--- config.mk ---
export PLATFORM = sky130hd
export DESIGN_NAME = mqtt_response_checker_top
export DESIGN_NICKNAME = d
export VERILOG_FILES = /design/src/mrc_pkg.sv /design/src/mrc_step.sv /design/src/mqtt_response_checker_top.sv
export SDC_FILE = /design/constraint.sdc
export NUM_CORES = 1
export LEC_CHECK = 0
export BUFFER_PORTS_ARGS = -buffer_cell sky130_fd_sc_hd__buf_2
export CORE_UTILIZATION = 57
export CTS_CLUSTER_SIZE = 10
export DETAILED_ROUTE_END_ITERATION = 8
export MAX_ROUTING_LAYER = met4
export PLACE_DENSITY = 0.74
export SLEW_MARGIN = 20
export SYNTH_ARGS = -nofsm -noshare
export SYNTH_HDL_FRONTEND = slang
export SYNTH_SLANG_ARGS = --single-unit
export TNS_END_PERCENT = 100
--- constraint.sdc ---
create_clock -name clk_i -period 4.37 [get_ports clk_i]
set_clock_uncertainty 0.2 [all_clocks]
set_input_delay 0.874 -clock clk_i [delete_from_list [all_inputs] [get_ports clk_i]]
set_output_delay 0.874 -clock clk_i [all_outputs]
set_load 0.005 [all_outputs]
--- src/mrc_pkg.sv ---
// ----------------------------------------------------------------------------
// mrc_pkg: shared types and constants of the MQTT reply checker
// Packet type codes, field masks, the per-packet parse state and the verdict.
// ----------------------------------------------------------------------------
`default_nettype none

package mrc_pkg;

  // Awaited reply kinds, as sampled from the action field on the first byte
  localparam logic KIND_CONNACK = 1'b0;
  localparam logic KIND_PING    = 1'b1;

  // Fixed-header type nibbles
  localparam logic [3:0] TYPE_CONNACK  = 4'h2;
  localparam logic [3:0] TYPE_PINGRESP = 4'hd;

  // Remaining-length field coding
  localparam logic [7:0] LEN_CONT_MASK = 8'h80;
  localparam logic [7:0] LEN_DATA_MASK = 8'h7f;
  localparam int unsigned LenGroupBits = 7;
  localparam int unsigned LenValueBits = 28;

  // Session-present flag in the acknowledge flags byte
  localparam logic [7:0] SESSION_MASK = 8'h01;

  // Expected remaining lengths
  localparam logic [LenValueBits-1:0] CONNACK_LENGTH  = LenValueBits'(2);
  localparam logic [LenValueBits-1:0] PINGRESP_LENGTH = LenValueBits'(0);

  // Parse state carried from one byte to the next
  typedef struct packed {
    logic                    awaited_kind;
    logic [3:0]              packet_type;
    logic [LenValueBits-1:0] length_value;
    logic [2:0]              length_bytes;
    logic                    length_done;
    logic                    failed;
    logic [7:0]              code_byte;
  } mrc_state_t;

  // Verdict for one packet
  typedef struct packed {
    logic       status;
    logic [7:0] return_code;
  } mrc_verdict_t;

endpackage : mrc_pkg

`default_nettype wire

--- src/mrc_step.sv ---
// ----------------------------------------------------------------------------
// mrc_step: per-byte next-state and verdict logic
// Folds one packet byte into the parse state and forms the verdict that
// applies if this byte closes the buffer.
// ----------------------------------------------------------------------------
`default_nettype none

module mrc_step #(
  parameter int unsigned MAX_LENGTH_BYTES = 4,
  parameter int unsigned MAX_BUFFER_BYTES = 255,
  parameter int unsigned PosW             = $clog2(MAX_BUFFER_BYTES + 1)
) (
  input  mrc_pkg::mrc_state_t   state_i,
  input  logic [PosW-1:0]       pos_i,
  input  logic                  action_i,
  input  logic [7:0]            byte_value_i,
  input  logic                  last_byte_i,
  output mrc_pkg::mrc_state_t   state_o,
  output logic [PosW-1:0]       pos_o,
  output mrc_pkg::mrc_verdict_t verdict_o
);
  import mrc_pkg::*;

  localparam logic [PosW-1:0] MaxPos = PosW'(MAX_BUFFER_BYTES);
  localparam logic [2:0]      MaxLb  = 3'(MAX_LENGTH_BYTES);

  mrc_state_t              st;
  logic [2:0]              lb_inc;
  logic [5:0]              shift_amt;
  logic [LenValueBits-1:0] group;
  logic [PosW:0]           pos_ext;
  logic [PosW:0]           lb_ext;
  logic                    ok;

  // Weight of the current length group: seven bits per byte
  assign shift_amt = 6'(state_i.length_bytes) * 6'(LenGroupBits);
  assign group     = LenValueBits'(byte_value_i & LEN_DATA_MASK) << shift_amt;
  assign lb_inc    = state_i.length_bytes + 3'd1;
  assign pos_ext   = {1'b0, pos_i};
  assign lb_ext    = (PosW + 1)'(state_i.length_bytes);

  // Field walk for this byte
  always_comb begin
    st = state_i;
    if (pos_i == '0) begin
      // Fixed header: sample kind and type, restart the packet
      st.awaited_kind = action_i;
      st.packet_type  = byte_value_i[7:4];
      st.length_value = '0;
      st.length_bytes = '0;
      st.length_done  = 1'b0;
      st.failed       = 1'b0;
      st.code_byte    = '0;
    end else if (pos_i >= MaxPos) begin
      st.failed = 1'b1;
    end else if (!state_i.length_done) begin
      if (!state_i.failed) begin
        st.length_value = state_i.length_value + group;
        st.length_bytes = lb_inc;
        if ((byte_value_i & LEN_CONT_MASK) == '0) begin
          st.length_done = 1'b1;
        end else if (lb_inc >= MaxLb) begin
          st.failed = 1'b1;
        end
      end
    end else if (state_i.awaited_kind == KIND_CONNACK) begin
      // Variable header of the acknowledge: flags, then return code
      if (pos_ext == lb_ext + (PosW + 1)'(1)) begin
        if ((byte_value_i & SESSION_MASK) != '0) begin
          st.failed = 1'b1;
        end
      end else if (pos_ext == lb_ext + (PosW + 1)'(2)) begin
        st.code_byte = byte_value_i;
      end
    end
  end

  // Position: saturating count, back to zero after the last byte
  always_comb begin
    if (last_byte_i) begin
      pos_o = '0;
    end else if (pos_i < MaxPos) begin
      pos_o = pos_i + PosW'(1);
    end else begin
      pos_o = pos_i;
    end
  end

  // Verdict on the updated state
  always_comb begin
    ok = !st.failed && st.length_done;
    if (st.awaited_kind == KIND_CONNACK) begin
      ok = ok && (st.packet_type == TYPE_CONNACK) && (st.length_value == CONNACK_LENGTH)
           && (pos_ext + (PosW + 1)'(1) >= (PosW + 1)'(st.length_bytes) + (PosW + 1)'(3));
    end else begin
      ok = ok && (st.packet_type == TYPE_PINGRESP) && (st.length_value == PINGRESP_LENGTH);
    end
    verdict_o.status      = !ok;
    verdict_o.return_code = (ok && st.awaited_kind == KIND_CONNACK) ? st.code_byte : 8'h00;
  end

  assign state_o = st;

endmodule : mrc_step

`default_nettype wire

--- src/mqtt_response_checker_top.sv ---
// ----------------------------------------------------------------------------
// mqtt_response_checker_top: checker for received MQTT reply packets
// Parses the fixed header, remaining length and acknowledge fields byte by
// byte and reports one verdict per packet.
// ----------------------------------------------------------------------------
// Feed a packet one byte per item, marking the final byte with last_byte_i
// and giving the awaited reply (0 connect acknowledge, 1 ping response) on
// the first byte. Each byte is folded into the parse state in the cycle it
// is accepted, and the final byte's verdict is loaded into an output
// register in that same cycle, so it appears in the cycle after
// acceptance. Bytes stream at one per cycle; the input stalls only while a
// verdict sits in the output register and the consumer is not taking it.
// status_o is 0 for a well formed packet of the awaited kind, and
// return_code_o then carries the connect return code (0 for ping response).
`default_nettype none

module mqtt_response_checker_top #(
  parameter int unsigned MAX_LENGTH_BYTES = 4,
  parameter int unsigned MAX_BUFFER_BYTES = 255
) (
  input  logic       clk_i,
  input  logic       rst_ni,
  input  logic       in_valid_i,
  output logic       in_ready_o,
  input  logic       action_i,
  input  logic [7:0] byte_value_i,
  input  logic       last_byte_i,
  output logic       out_valid_o,
  input  logic       out_ready_i,
  output logic       status_o,
  output logic [7:0] return_code_o
);
  import mrc_pkg::*;

  localparam int unsigned PosW = $clog2(MAX_BUFFER_BYTES + 1);
  localparam logic [PosW-1:0] MaxPos = PosW'(MAX_BUFFER_BYTES);

  mrc_state_t      state_q, state_d;
  logic [PosW-1:0] pos_q, pos_d;
  mrc_verdict_t    verdict;
  logic            out_valid_q;
  logic            status_q;
  logic [7:0]      code_q;
  logic            in_fire;

  // Output register frees up when empty or being drained
  assign in_ready_o = !out_valid_q || out_ready_i;
  assign in_fire    = in_valid_i && in_ready_o;

  mrc_step #(
    .MAX_LENGTH_BYTES (MAX_LENGTH_BYTES),
    .MAX_BUFFER_BYTES (MAX_BUFFER_BYTES),
    .PosW             (PosW)
  ) u_step (
    .state_i      (state_q),
    .pos_i        (pos_q),
    .action_i     (action_i),
    .byte_value_i (byte_value_i),
    .last_byte_i  (last_byte_i),
    .state_o      (state_d),
    .pos_o        (pos_d),
    .verdict_o    (verdict)
  );

  // Parse state
  always_ff @(posedge clk_i or negedge rst_ni) begin
    if (!rst_ni) begin
      state_q <= '0;
      pos_q   <= '0;
    end else if (in_fire) begin
      state_q <= state_d;
      pos_q   <= pos_d;
    end
  end

  // Result valid
  always_ff @(posedge clk_i or negedge rst_ni) begin
    if (!rst_ni) begin
      out_valid_q <= 1'b0;
    end else if (in_fire && last_byte_i) begin
      out_valid_q <= 1'b1;
    end else if (out_ready_i) begin
      out_valid_q <= 1'b0;
    end
  end

  // Result payload
  always_ff @(posedge clk_i) begin
    if (in_fire && last_byte_i) begin
      status_q <= verdict.status;
      code_q   <= verdict.return_code;
    end
  end

  assign out_valid_o   = out_valid_q;
  assign status_o      = status_q;
  assign return_code_o = code_q;

`ifndef ASSERT_OFF
  // A failing verdict never carries a return code
  a_code_on_fail: assert property (@(posedge clk_i) disable iff (!rst_ni)
    out_valid_o && status_o |-> return_code_o == 8'h00)
    else $error("return code nonzero on failing verdict");

  // Only a final byte produces a result
  a_no_spurious: assert property (@(posedge clk_i) disable iff (!rst_ni)
    in_fire && !last_byte_i |=> !out_valid_o)
    else $error("result without final byte");

  // A final byte yields a result and rewinds the position
  a_last_result: assert property (@(posedge clk_i) disable iff (!rst_ni)
    in_fire && last_byte_i |=> out_valid_o && pos_q == '0)
    else $error("final byte did not yield a result");

  // Position stays within the buffer limit
  a_pos_bound: assert property (@(posedge clk_i) disable iff (!rst_ni)
    pos_q <= MaxPos)
    else $error("byte position past buffer limit");
`endif

endmodule : mqtt_response_checker_top

`default_nettype wire
After elaboration in Yosys (flattened, before gate mapping)
Index checks and enable logic that the tools add are counted.
{"block": "totals", "ramBits": 0, "latch_bits": 0, "regBits": 64, "mem_bits_ro": 0, "n_memories": 0, "output_inout_bits": 11}
{"block": "classes", "multipliers": 1, "n_addsub": 7, "n_eq_ne": 5, "n_mux": 22, "shifts": 1, "n_div": 0, "n_lt_le_gt_ge": 4, "bitwise_logic": 1, "n_reduce_logical": 19}
{"cell": "$mux 32", "count": 2}
{"cell": "$mux 8", "count": 6}
{"cell": "$mux 41", "count": 1}
{"cell": "$mux 33", "count": 1}
{"cell": "$add 28x28->28", "count": 1}
{"cell": "$eq 28x2->1 const B", "count": 1}
{"cell": "$logic_not 28->1", "count": 1}
{"cell": "$shl 7x6->28", "count": 1}
{"cell": "$eq 8x9->1", "count": 2}
{"cell": "$logic_not 8->1", "count": 2}
{"cell": "$mux 1", "count": 10}
{"cell": "$add 8x1->9 const B", "count": 1}
{"cell": "$ge 9x9->1", "count": 1}
{"cell": "$logic_and 1x1->1", "count": 9}
{"cell": "$mux 9", "count": 1}
{"cell": "$add 3x2->4 const B", "count": 2}
{"cell": "$add 8x1->8 const B", "count": 1}
{"cell": "$ge 8x8->1 const B", "count": 1}
{"cell": "$lt 8x8->1 const B", "count": 1}
{"cell": "$mul 3x3->6 const B", "count": 1}
{"cell": "$mux 5", "count": 1}
{"cell": "$add 3x1->4 const B", "count": 1}
{"cell": "$eq 4x2->1 const B", "count": 1}
{"cell": "$eq 4x4->1 const B", "count": 1}
{"cell": "7 further kinds", "count": 10}

Logic depth before layout (Yosys ltp)
Gate-level depths: netlist (run 1).
{"block": "logic_depth", "word_depth": 15, "mapped_depth": 18, "depth_no_buf": 15}

By module
From an unflattened synthesis (run 1), not the netlist that was laid out.
{"block": "hier_totals", "cells_unflattened": 661, "hier_area_um2": 5995.8}
{"mod": "mrc_step", "area_each_um2": 3458.3, "cells_per_inst": 533, "n_inst": 1}
{"mod": "mqtt_response_checker_top", "area_each_um2": 2537.4, "cells_per_inst": 128, "n_inst": 1}

Least setup slack after synthesis (run 1)
Ideal clock, no wire load.
{"block": "synth_timing", "kind": "register -> register", "start": "register state_q[10] (netlist bit)", "end": "register status_q (netlist: status_o) (data pin)", "path_stages_with_launch": 15, "setup_ns": 0.265, "slack_ns": -0.209, "required_time_ns": 3.905, "arrival_ns": 4.113, "path_buffers": 2, "cell_sequence": "dfrtp_1 -> clkbuf_1 -> nor3_1 -> and2_1 -> ha_1 -> a211o_1 -> a221o_1 -> and3_4 -> or3_1 -> a31o_2 -> o31a_1 -> a2111o_1 -> or4_1 -> buf_2 -> or3_1"}
{"item": "start, declared", "line_no": "mqtt_response_checker_top.sv:38", "text": "mrc_state_t state_q, state_d;"}
{"item": "start signal, assigned", "line_no": "mqtt_response_checker_top.sv:71", "text": "state_q <= state_d;"}
{"item": "end signal, assigned", "line_no": "mqtt_response_checker_top.sv:90", "text": "status_q <= verdict.status;"}
{"item": "end, declared", "line_no": "mqtt_response_checker_top.sv:42", "text": "logic status_q;"}

Worst setup path in the final report (run 1)
{"block": "layout_timing", "start": "input byte_value_i[0]", "end": "register code_q[4] (netlist: return_code_o[4]) (data pin)"}
{"block": "layout_via", "elab_chain_len": 13, "word_cells_on_any_way": 22, "classes_between": "add/sub (1); eq/ne (1); shift (1); mux (10); reduce/logical (9)"}
{"item": "start, declared", "line_no": "mqtt_response_checker_top.sv:26", "text": "input logic [7:0] byte_value_i,"}
{"item": "parallel branches: the longest is 5 deep, another holds $add 28x28->28"}
{"item": "$mux 41 (*)", "line_no": "mrc_step.sv:45", "text": "if (pos_i == '0) begin"}
{"item": "parallel branches: the longest is 5 deep, another holds $eq 28x2->1"}
{"item": "$mux 1 (*)", "line_no": "mrc_step.sv:92", "text": "if (st.awaited_kind == KIND_CONNACK) begin"}
{"item": "$logic_and 1x1->1 (*)", "line_no": "mrc_step.sv:99", "text": "verdict_o.return_code = (ok && st.awaited_kind == KIND_CONNACK) ? st.code_byte : 8'h00;"}
{"item": "end signal, assigned", "line_no": "mqtt_response_checker_top.sv:91", "text": "code_q <= verdict.return_code;"}
{"item": "end, declared", "line_no": "mqtt_response_checker_top.sv:43", "text": "logic [7:0] code_q;"}
Mark *: on every way between the ends.
A chain may end at the register's enable or synchronous reset.

==> run summary, run 1 <==
At the worst endpoint, the required time is 4.35 ns. The starting density of the core is 59.5%. The first detailed-routing pass ran for 7 iterations.

The clock transition at the register clock pins on the worst setup and hold paths after CTS works out to 0.09 ns. Most instantiated library cell after synthesis: sky130_fd_sc_hd__nand2_1. The share of synthesized cell area in full adder, half adder and majority cells works out to 8.98%. The H-tree depth was 3; the fraction of registers with async set or reset after synthesis was 85.9%. The remaining antenna violation count after routing was 0; the final cycle utilization of the critical path was 103%. Excluding fillers, the count of instances in the completed layout stands at 879. Buffers inserted during clock tree synthesis total 9. The number of nets in the finished design came out at 817. For the data arrival time of the worst path, the log shows 4.47 ns. For the pin with the worst max-slew slack, the measured transition is 1.09 ns. The congestion estimate from routability-driven global placement came to 1.04. The run gives 27.3% as the relative slew slack.

Global routing used 40.4% of the available tracks across all layers. The total congestion overflow after global routing came out at 0. The core region is 8810 µm².

The logs give 0.398 mV for the worst supply voltage drop on vdd and -0.761 ns for the aggregate negative setup slack. The logs give 25 for the number of I/O pins and 5808 for the routed via count. The number of placed instances, taps included, is 856. The largest incremental delay on the critical path came out at 0.46 ns. The category of the critical setup timing path is primary input to flop. The post-synthesis sequential element count came out at 64. The final number of hold-violating endpoints is 0.

The flow ran to the end, but the final reports show violations. Dividing the detail-routed via count by the number of cells gives 6.61. For this design the static power due to leakage is 3.24 nW. The total power divided by cell area is 534 nW/µm², and the synthesized instance count is 617.

The height of the die came out at 97.8 µm. The tools report the setup slack of the critical path after layout as -0.123 ns. The synthesized-area fraction occupied by and/or/nand/nor cells is 23.6%, and the mean instance size in the synthesized netlist is 8.49 µm². The first global-routing pass estimated 29000 µm of wire.

The number of filler cells placed in the layout is 590, and the number of port buffers is 24. TritonCTS built the clock tree. For the clock insertion delay at the later pin of the skew report, the log shows 0.35 ns. The path class of the tightest hold or removal check is flop to flop. Global routing consumed, on the met1 layer, 51.4% of the routing resources. Across the run, the number of max-cap violations was 0. On the critical path the largest part of the delay comes from compound AO/OA/AOI/OAI gates. The count of antenna diodes in the layout is 0. The die is 97.8 µm wide. STA classifies the critical path endpoint as a flop.

Number of global-route vias before repair: 5562. The floorplan step defined a die boundary enclosing 9570 µm². The tools report the max-slew violation total from the final report as 0. The worst setup path is launched from a primary input. In the routed design, unresolved DRC markers number 8. In this run, synthesis inferred 9 flip-flops with an integrated enable. Entering global routing, the biggest net connects 32 pins.

The tools report the part of the Yosys area used for sequential elements as 31.4%. The library cell with the largest summed area after synthesis was sky130_fd_sc_hd__dfrtp_1. The global routing met2 resource utilization came out at 65.2%. The initial antenna violation count came out at 0. In this run the most used layer during global routing was met2. Summing the areas of all compound-gate instances in the mapped netlist gives 25.5% of the synthesized area.

After Yosys synthesis, XOR and XNOR cells account for 5.35% of the synthesized area. The checks that failed: design-rule violations, negative setup slack. The main combinational cell family by area after synthesis was compound AO/OA/AOI/OAI gates.

Yosys mapped the design onto 63 distinct sky130hd cell types. For the met3 global-route usage, the log shows 5.87%. The largest individual stage delay along the critical path comes from the cell sky130_fd_sc_hd__or4_4. The critical path contains buffers and inverters numbering 3 combined. The initial DRC count is 521, and the worst-path maximum fanout is 7. Static timing analysis puts the maximum clock frequency at 0.223 GHz. The logs give 5240 µm² for the post-synthesis cell area and 64 for the number of clock sinks seen by CTS. At the end of the flow the core is filled with cells to 78.8%. Ranked by total cell area, the synthesized netlist is headed by sky130_fd_sc_hd__dfrtp_1 26%, sky130_fd_sc_hd__ha_1 8.6%, sky130_fd_sc_hd__edfxtp_1 5.2%, sky130_fd_sc_hd__o21ai_0 4.8%, sky130_fd_sc_hd__nand2_1 4.7%. The area share of the largest cell type after synthesis is 26.3%, and the number of standard-cell rows in the floorplan is 34. OpenSTA, run right after detailed placement, puts the worst setup slack at -0.550 ns. The layout overhead on the synthesized area is 32.6%, and the yosys synthesis warning count is 0. The main flop type after synthesis is sky130_fd_sc_hd__dfrtp_1. In the synthesized netlist, mux cells make up 2.80% of the area. Setup repair after global routing could not meet its margin everywhere.

The wire-length estimate of the detail-placed layout is 13900 µm. The post-synthesis net count is 668, and the fraction of final layout cells sized beyond drive strength 1 is 29.1%. The most numerous cell type found on the critical path is sky130_fd_sc_hd__buf_4. Ranked by instance count, the synthesized netlist is headed by 65 x sky130_fd_sc_hd__nand2_1, 55 x sky130_fd_sc_hd__dfrtp_1, 50 x sky130_fd_sc_hd__o21ai_0. The total length of routed wires is 18400 µm, and the count of final setup violators is 9.

The clock passes through at most 2 buffers. Traced cell by cell, the critical path runs through buf_4, and2_4, ha_4, buf_4, a211o_1, a221o_1, and3_4, or3_1, a31o_2, o31a_1, a2111o_1, or4_4, buf_8, nor4b_4. After detailed routing, the average wire length per cell comes to 21.0 µm.

After clock tree synthesis, the flow added hold-fix buffers numbering 0. Library cell used as clock root buffer: sky130_fd_sc_hd__clkbuf_8. The worst path needs 4.49 ns of the cycle, external delays included.
==> worst paths after layout <==
path                                  from          endpoint  cells after the start  slack (ns)
setup / recovery           byte_value_i[0]  return_code_o[4]                     14       -0.12
hold / removal                  state_q[4]        state_q[4]                      1        0.31
setup reg to reg               state_q[11]  return_code_o[4]                     14       -0.11
hold reg to reg                 state_q[4]        state_q[4]                      1        0.31
max in group asynchronous           rst_ni       state_q[44]                      2        2.78
min in group asynchronous           rst_ni       state_q[29]                      1        0.33
==> repair_timing <==
| action | CTS | global route |
|---|---|---|
| buffers inserted | 4 | 3 |
| resized for setup | 24 | 21 |
| pin swaps | 3 | 2 |
| setup endpoints to repair | 9 | 9 |
==> registers in the layout (all words and copies together), names as in the netlist <==
signal,count
status_o,1
out_valid_o,1
state_q,46
pos_q,8
return_code_o,8
==> layout by cell type (no fill, tap or decap), drive strengths merged, types with 9 or more instances in the layout <==
cell / instances
nand2: 65
edfxtp: 9
o21ai: 51
nand3: 13
xor2: 13
nor2: 42
nand4: 9
inv: 9
a22o: 21
xnor2: 19
a21oi: 44
a31oi: 11
clkbuf: 9
nor3: 23
o21a: 10
buf: 164
ha: 36
a21o: 11
dfrtp: 55
mux2i: 9
and2: 32
==> per-layer routing <==
layer | up-vias | routed length (µm)
met4 | 0 | 690
met2 | 323 | 8670
met5 | - | 0
li1 | 2639 | -
met3 | 69 | 1400
met1 | 2777 | 7670
==> power breakdown <==
group / switching, mW / internal, mW / leakage (nW)
logic: 1.16 / 1.03 / 2.29
registers: 0.149 / 0.714 / 0.820
clock network: 0.266 / 0.386 / 0.125
total: 1.57 / 2.13 / 3.24
==> stage by stage <==
step           cell area (µm²)  hold slack, ns  power (mW)
2_1_floorplan             5240           0.260        1.94
3_3_place_gp              6410           0.276        2.80
3_5_place_dp              6410           0.295        2.84
4_1_cts                   6820           0.315        3.58
5_1_grt                   6940           0.339        3.89
6_report                  6940           0.314        3.70
==> area by class of cell <==
type	instances	area, µm²	share of cell area (%)
multi-input cells	521	3690	53.2
flip-flops and latches	64	1650	23.7
repair buffers	164	1190	17.2
well taps	108	135	1.95
clock inverters	7	125	1.80
clock buffers	9	124	1.78
inverters	6	22.5	0.324
==> kinds of logic after synthesis <==
kind of cell	after synthesis
adders and majority gates	37
and+or+nand+nor	239
buffers and inverters	32
muxes	14
xor gates and xnor gates	32
AOI/OAI and AO/OA	199
DFF	64
No activity file was read; power rests on OpenSTA's default activity.
==> run 2, diff against run 1 <==
--- a/config.mk
+++ b/config.mk
@@ -6,6 +6,8 @@
 export NUM_CORES = 1
 export LEC_CHECK = 0
 export BUFFER_PORTS_ARGS = -buffer_cell sky130_fd_sc_hd__buf_2
+export CORE_ASPECT_RATIO = 1.2
+export CORE_MARGIN = 2
 export CORE_UTILIZATION = 57
 export CTS_CLUSTER_SIZE = 10
 export DETAILED_ROUTE_END_ITERATION = 8
==> run summary, run 2 (synthesis results as in run 1) <==
STA classifies the critical path startpoint as a flop. The flip-flop count of the largest register after layout is 46 (unchanged). The setup slack of the critical path after layout is -0.197 ns (-0.0743 ns), and the relative slew slack is 32.0% (+4.7 points). Class of the most critical hold timing path: flop to flop. Length of routed wiring on met1: 7370 µm (-3.9%). The total track usage was 41.1% (+0.68 points); the sequential power share was 23.3% (about the same).

For the cell area after placement, the log shows 6450 µm² (+0.62%). The largest individual stage delay along the critical path comes from the cell sky130_fd_sc_hd__or4_4. The combinational cell fraction of total power is 58.9% (-0.2 points), and the share of total power consumed by net switching is 43.1% (+0.64 points). The final cycle utilization of the critical path was 105% (+1.7 points); the die area was 9970 µm² (+4.2%).

The checks that failed: negative setup slack. The total half-perimeter wirelength after legalization and detailed placement came out at 14500 µm (+4.2%). The number of global-route vias before repair came out at 5731 (+3.0%). The achievable frequency is 0.219 GHz (-1.6%). The number of nets in the finished design was 823 (+0.73%). The total length of routed wires came out at 19500 µm (+5.9%). The run finished, with violations left.

The hold-fix buffer count after cts was 0 (unchanged). The layout overhead on the synthesized area works out to 34.4%. The fraction of final layout cells sized beyond drive strength 1 came out at 30.6% (+1.6 points).

The worst supply voltage drop on vdd was 0.419 mV (+5.2%). The initial antenna violation count was 0 (unchanged). The detail-routed via count per cell is 6.60 (-0.12%), and the max-slew violation total from the final report is 0 (unchanged). The worst-path maximum fanout was 5 (-2); the final routed wire length divided by cell count was 21.8 µm (+3.8%). The most critical setup path has its startpoint at state_q[11].

The shortest clock period the worst path allows after layout was 4.57 ns (+0.0743 ns). Worst flop-to-flop path startpoint: state_q[11]. The setup slack after placement came out at -0.647 ns (-0.0969 ns). The clock transition at the register clock pins on the worst setup and hold paths after CTS was 0.09 ns (about the same).

The tools report the leakage power summed over all cells as 3.29 nW (+1.5%). The remaining antenna violation count after routing is 0 (unchanged), and the count of antenna diodes in the layout is 0 (unchanged). The count of final setup violators is 9 (unchanged). The routed via count is 5920 (+1.9%), and the largest incremental delay on the critical path is 0.47 ns (about the same). The tools report the H-tree depth as 3 (unchanged). The post-route total power was 3.73 mW (+0.67%); the number of buffers created by CTS was 9 (unchanged). The total congestion overflow after global routing is 0 (unchanged).

The maximum number of pins on one net before global-route repair was 41 (+28%); the number of standard-cell rows in the floorplan was 38 (+12%). Walking the worst path, the cells encountered are nor3_4, and2_4, ha_4, a211o_1, a221o_1, and3_4, or3_1, a31o_2, o31a_1, a2111o_1, or4_4, buf_8, nor4b_4. Leaving out fill and tap cells, the most frequent cell in the layout is sky130_fd_sc_hd__buf_4. For the sum of met3 wire segment lengths after detailed routing, the log shows 1620 µm (+16%). In this run the most critical hold path is launched from state_q[6]. The number of clock sinks seen by CTS is 64 (unchanged), and the data arrival time of the worst path is 4.54 ns (+0.07 ns). For the count of maximum capacitance violations, the log shows 0 (unchanged). For the number of filler cells placed in the layout, the log shows 632 (+7.1%). The number of port buffers works out to 24 (unchanged).

The initial DRC count came out at 556 (+6.7%). The tools report the starting density of the core as 58.3% (-1.2 points). The tree is rooted in a sky130_fd_sc_hd__clkbuf_8. For the area of the multi-input gates, the log shows 3740 µm² (+1.3%).

Clock insertion delay at the later pin of the skew report: 0.37 ns (+0.02 ns). TritonCTS built the clock tree. The run gives 1.61 mW (+2.2%) as the net switching power.

By startpoint and endpoint, the worst setup path is classified as flop to flop. The remaining design rule violation count is 0 (-8). The tools report the required time at the endpoint of the critical path as 4.34 ns (about the same).

The register with the most flip-flops in the final layout is state_q. The standard cell core area is 8990 µm² (+2.0%). The highest layer touched by signal routing is met4.

The height of the die works out to 109 µm (+11%). The number of optimization iterations in the first detailed-route pass is 5 (-2). Part of the total power dissipated in the clock network: 17.8% (+0.2 points). The post-route standard cell area excluding fillers was 7040 µm² (+1.4%).

The placer's final routability congestion estimate was 1.01 (-3.0%). The library cells used most frequently in the layout, excluding fill and tap cells, are 145 x sky130_fd_sc_hd__buf_4, 65 x sky130_fd_sc_hd__nand2_1, 54 x sky130_fd_sc_hd__dfrtp_1. The total power divided by cell area was 530 nW/µm² (-0.72%); the area taken by flip-flops and latches was 1650 µm² (about the same).

The run gives 2 (unchanged) as the maximum number of buffers from clock root to sink. The endpoint kind of the worst setup timing path is a flop. The final number of hold-violating endpoints was 0 (unchanged). The wire length on met2 is 9380 µm (+8.1%), and the measured slew at the worst slew-check pin is 1.02 ns (-0.0699 ns). The wire length of the first global-routing pass is 30300 µm (+4.6%). The number of I/O pins came out at 25 (unchanged). Setup repair after global routing could not meet its margin everywhere.

The internal power summed over all cells is 2.12 mW (-0.44%). The horizontal die dimension works out to 91.5 µm (-6.5%).
run 2: worst max-delay path, delay by kind of cell, from the launching register on:
family | cells | cell delay [ns]
flops | 1 | 0.44
simple gates | 6 | 1.90
fa+ha+maj | 1 | 0.19
buf+inv | 1 | 0.17
compound gates | 5 | 1.47
run 2: what timing repair did:
action                                  4_1_cts  5_1_grt
pin swaps                                    14       13
endpoints found under the setup margin        9        9
gates resized for setup                      24       27
buffers inserted                              5        3
run 2: metrics by stage:
stage / std cells / util (%) / setup TNS (ns) / hold slack [ns]
floorplan: 617 / - / -0.346 / 0.260
global placement: 873 / 71.8 / -4.34 / 0.272
detailed placement: 873 / 71.8 / -5.05 / 0.291
CTS: 894 / 76.6 / -0.584 / 0.314
global route: 897 / 78.3 / -1.77 / 0.331
finish: 897 / 78.3 / -0.862 / 0.317
run 2: final timing paths:
kind | to | cells after the start | slack [ns]
setup reg to reg | return_code_o[4] | 13 | -0.20
max in group asynchronous | state_q[32] | 2 | 2.72
setup / recovery | return_code_o[4] | 13 | -0.20
hold reg to reg | state_q[6] | 1 | 0.32
min in group asynchronous | pos_q[2] | 1 | 0.46
hold / removal | state_q[6] | 1 | 0.32
run 2: power by group through the flow:
stage                     sequential, mW  clock, mW  combinational, mW
final                              0.869      0.664               2.20
after CTS                          0.848      0.659               2.06
after detailed placement           0.856          0               1.97
after global routing               0.878      0.688               2.36
after floorplan                    0.809          0               1.13
after global placement             0.852          0               1.93
run 2: layout make-up:
cell class                 instances  share of cell area, %
clock buffer                       9                   1.76
clock inverter                     7                   1.81
inverter                           6                  0.320
multi-input combinational        521                   53.2
sequential                        64                   23.4
tap                              120                   2.13
timing repair buffer             170                   17.4
run 2: layer usage:
layer | vias to the layer above | GRT usage [%]
met5 | - | -
met4 | 0 | 20.8
met3 | 104 | 7.39
met2 | 345 | 69.2
met1 | 2834 | 47.3
li1 | 2637 | -
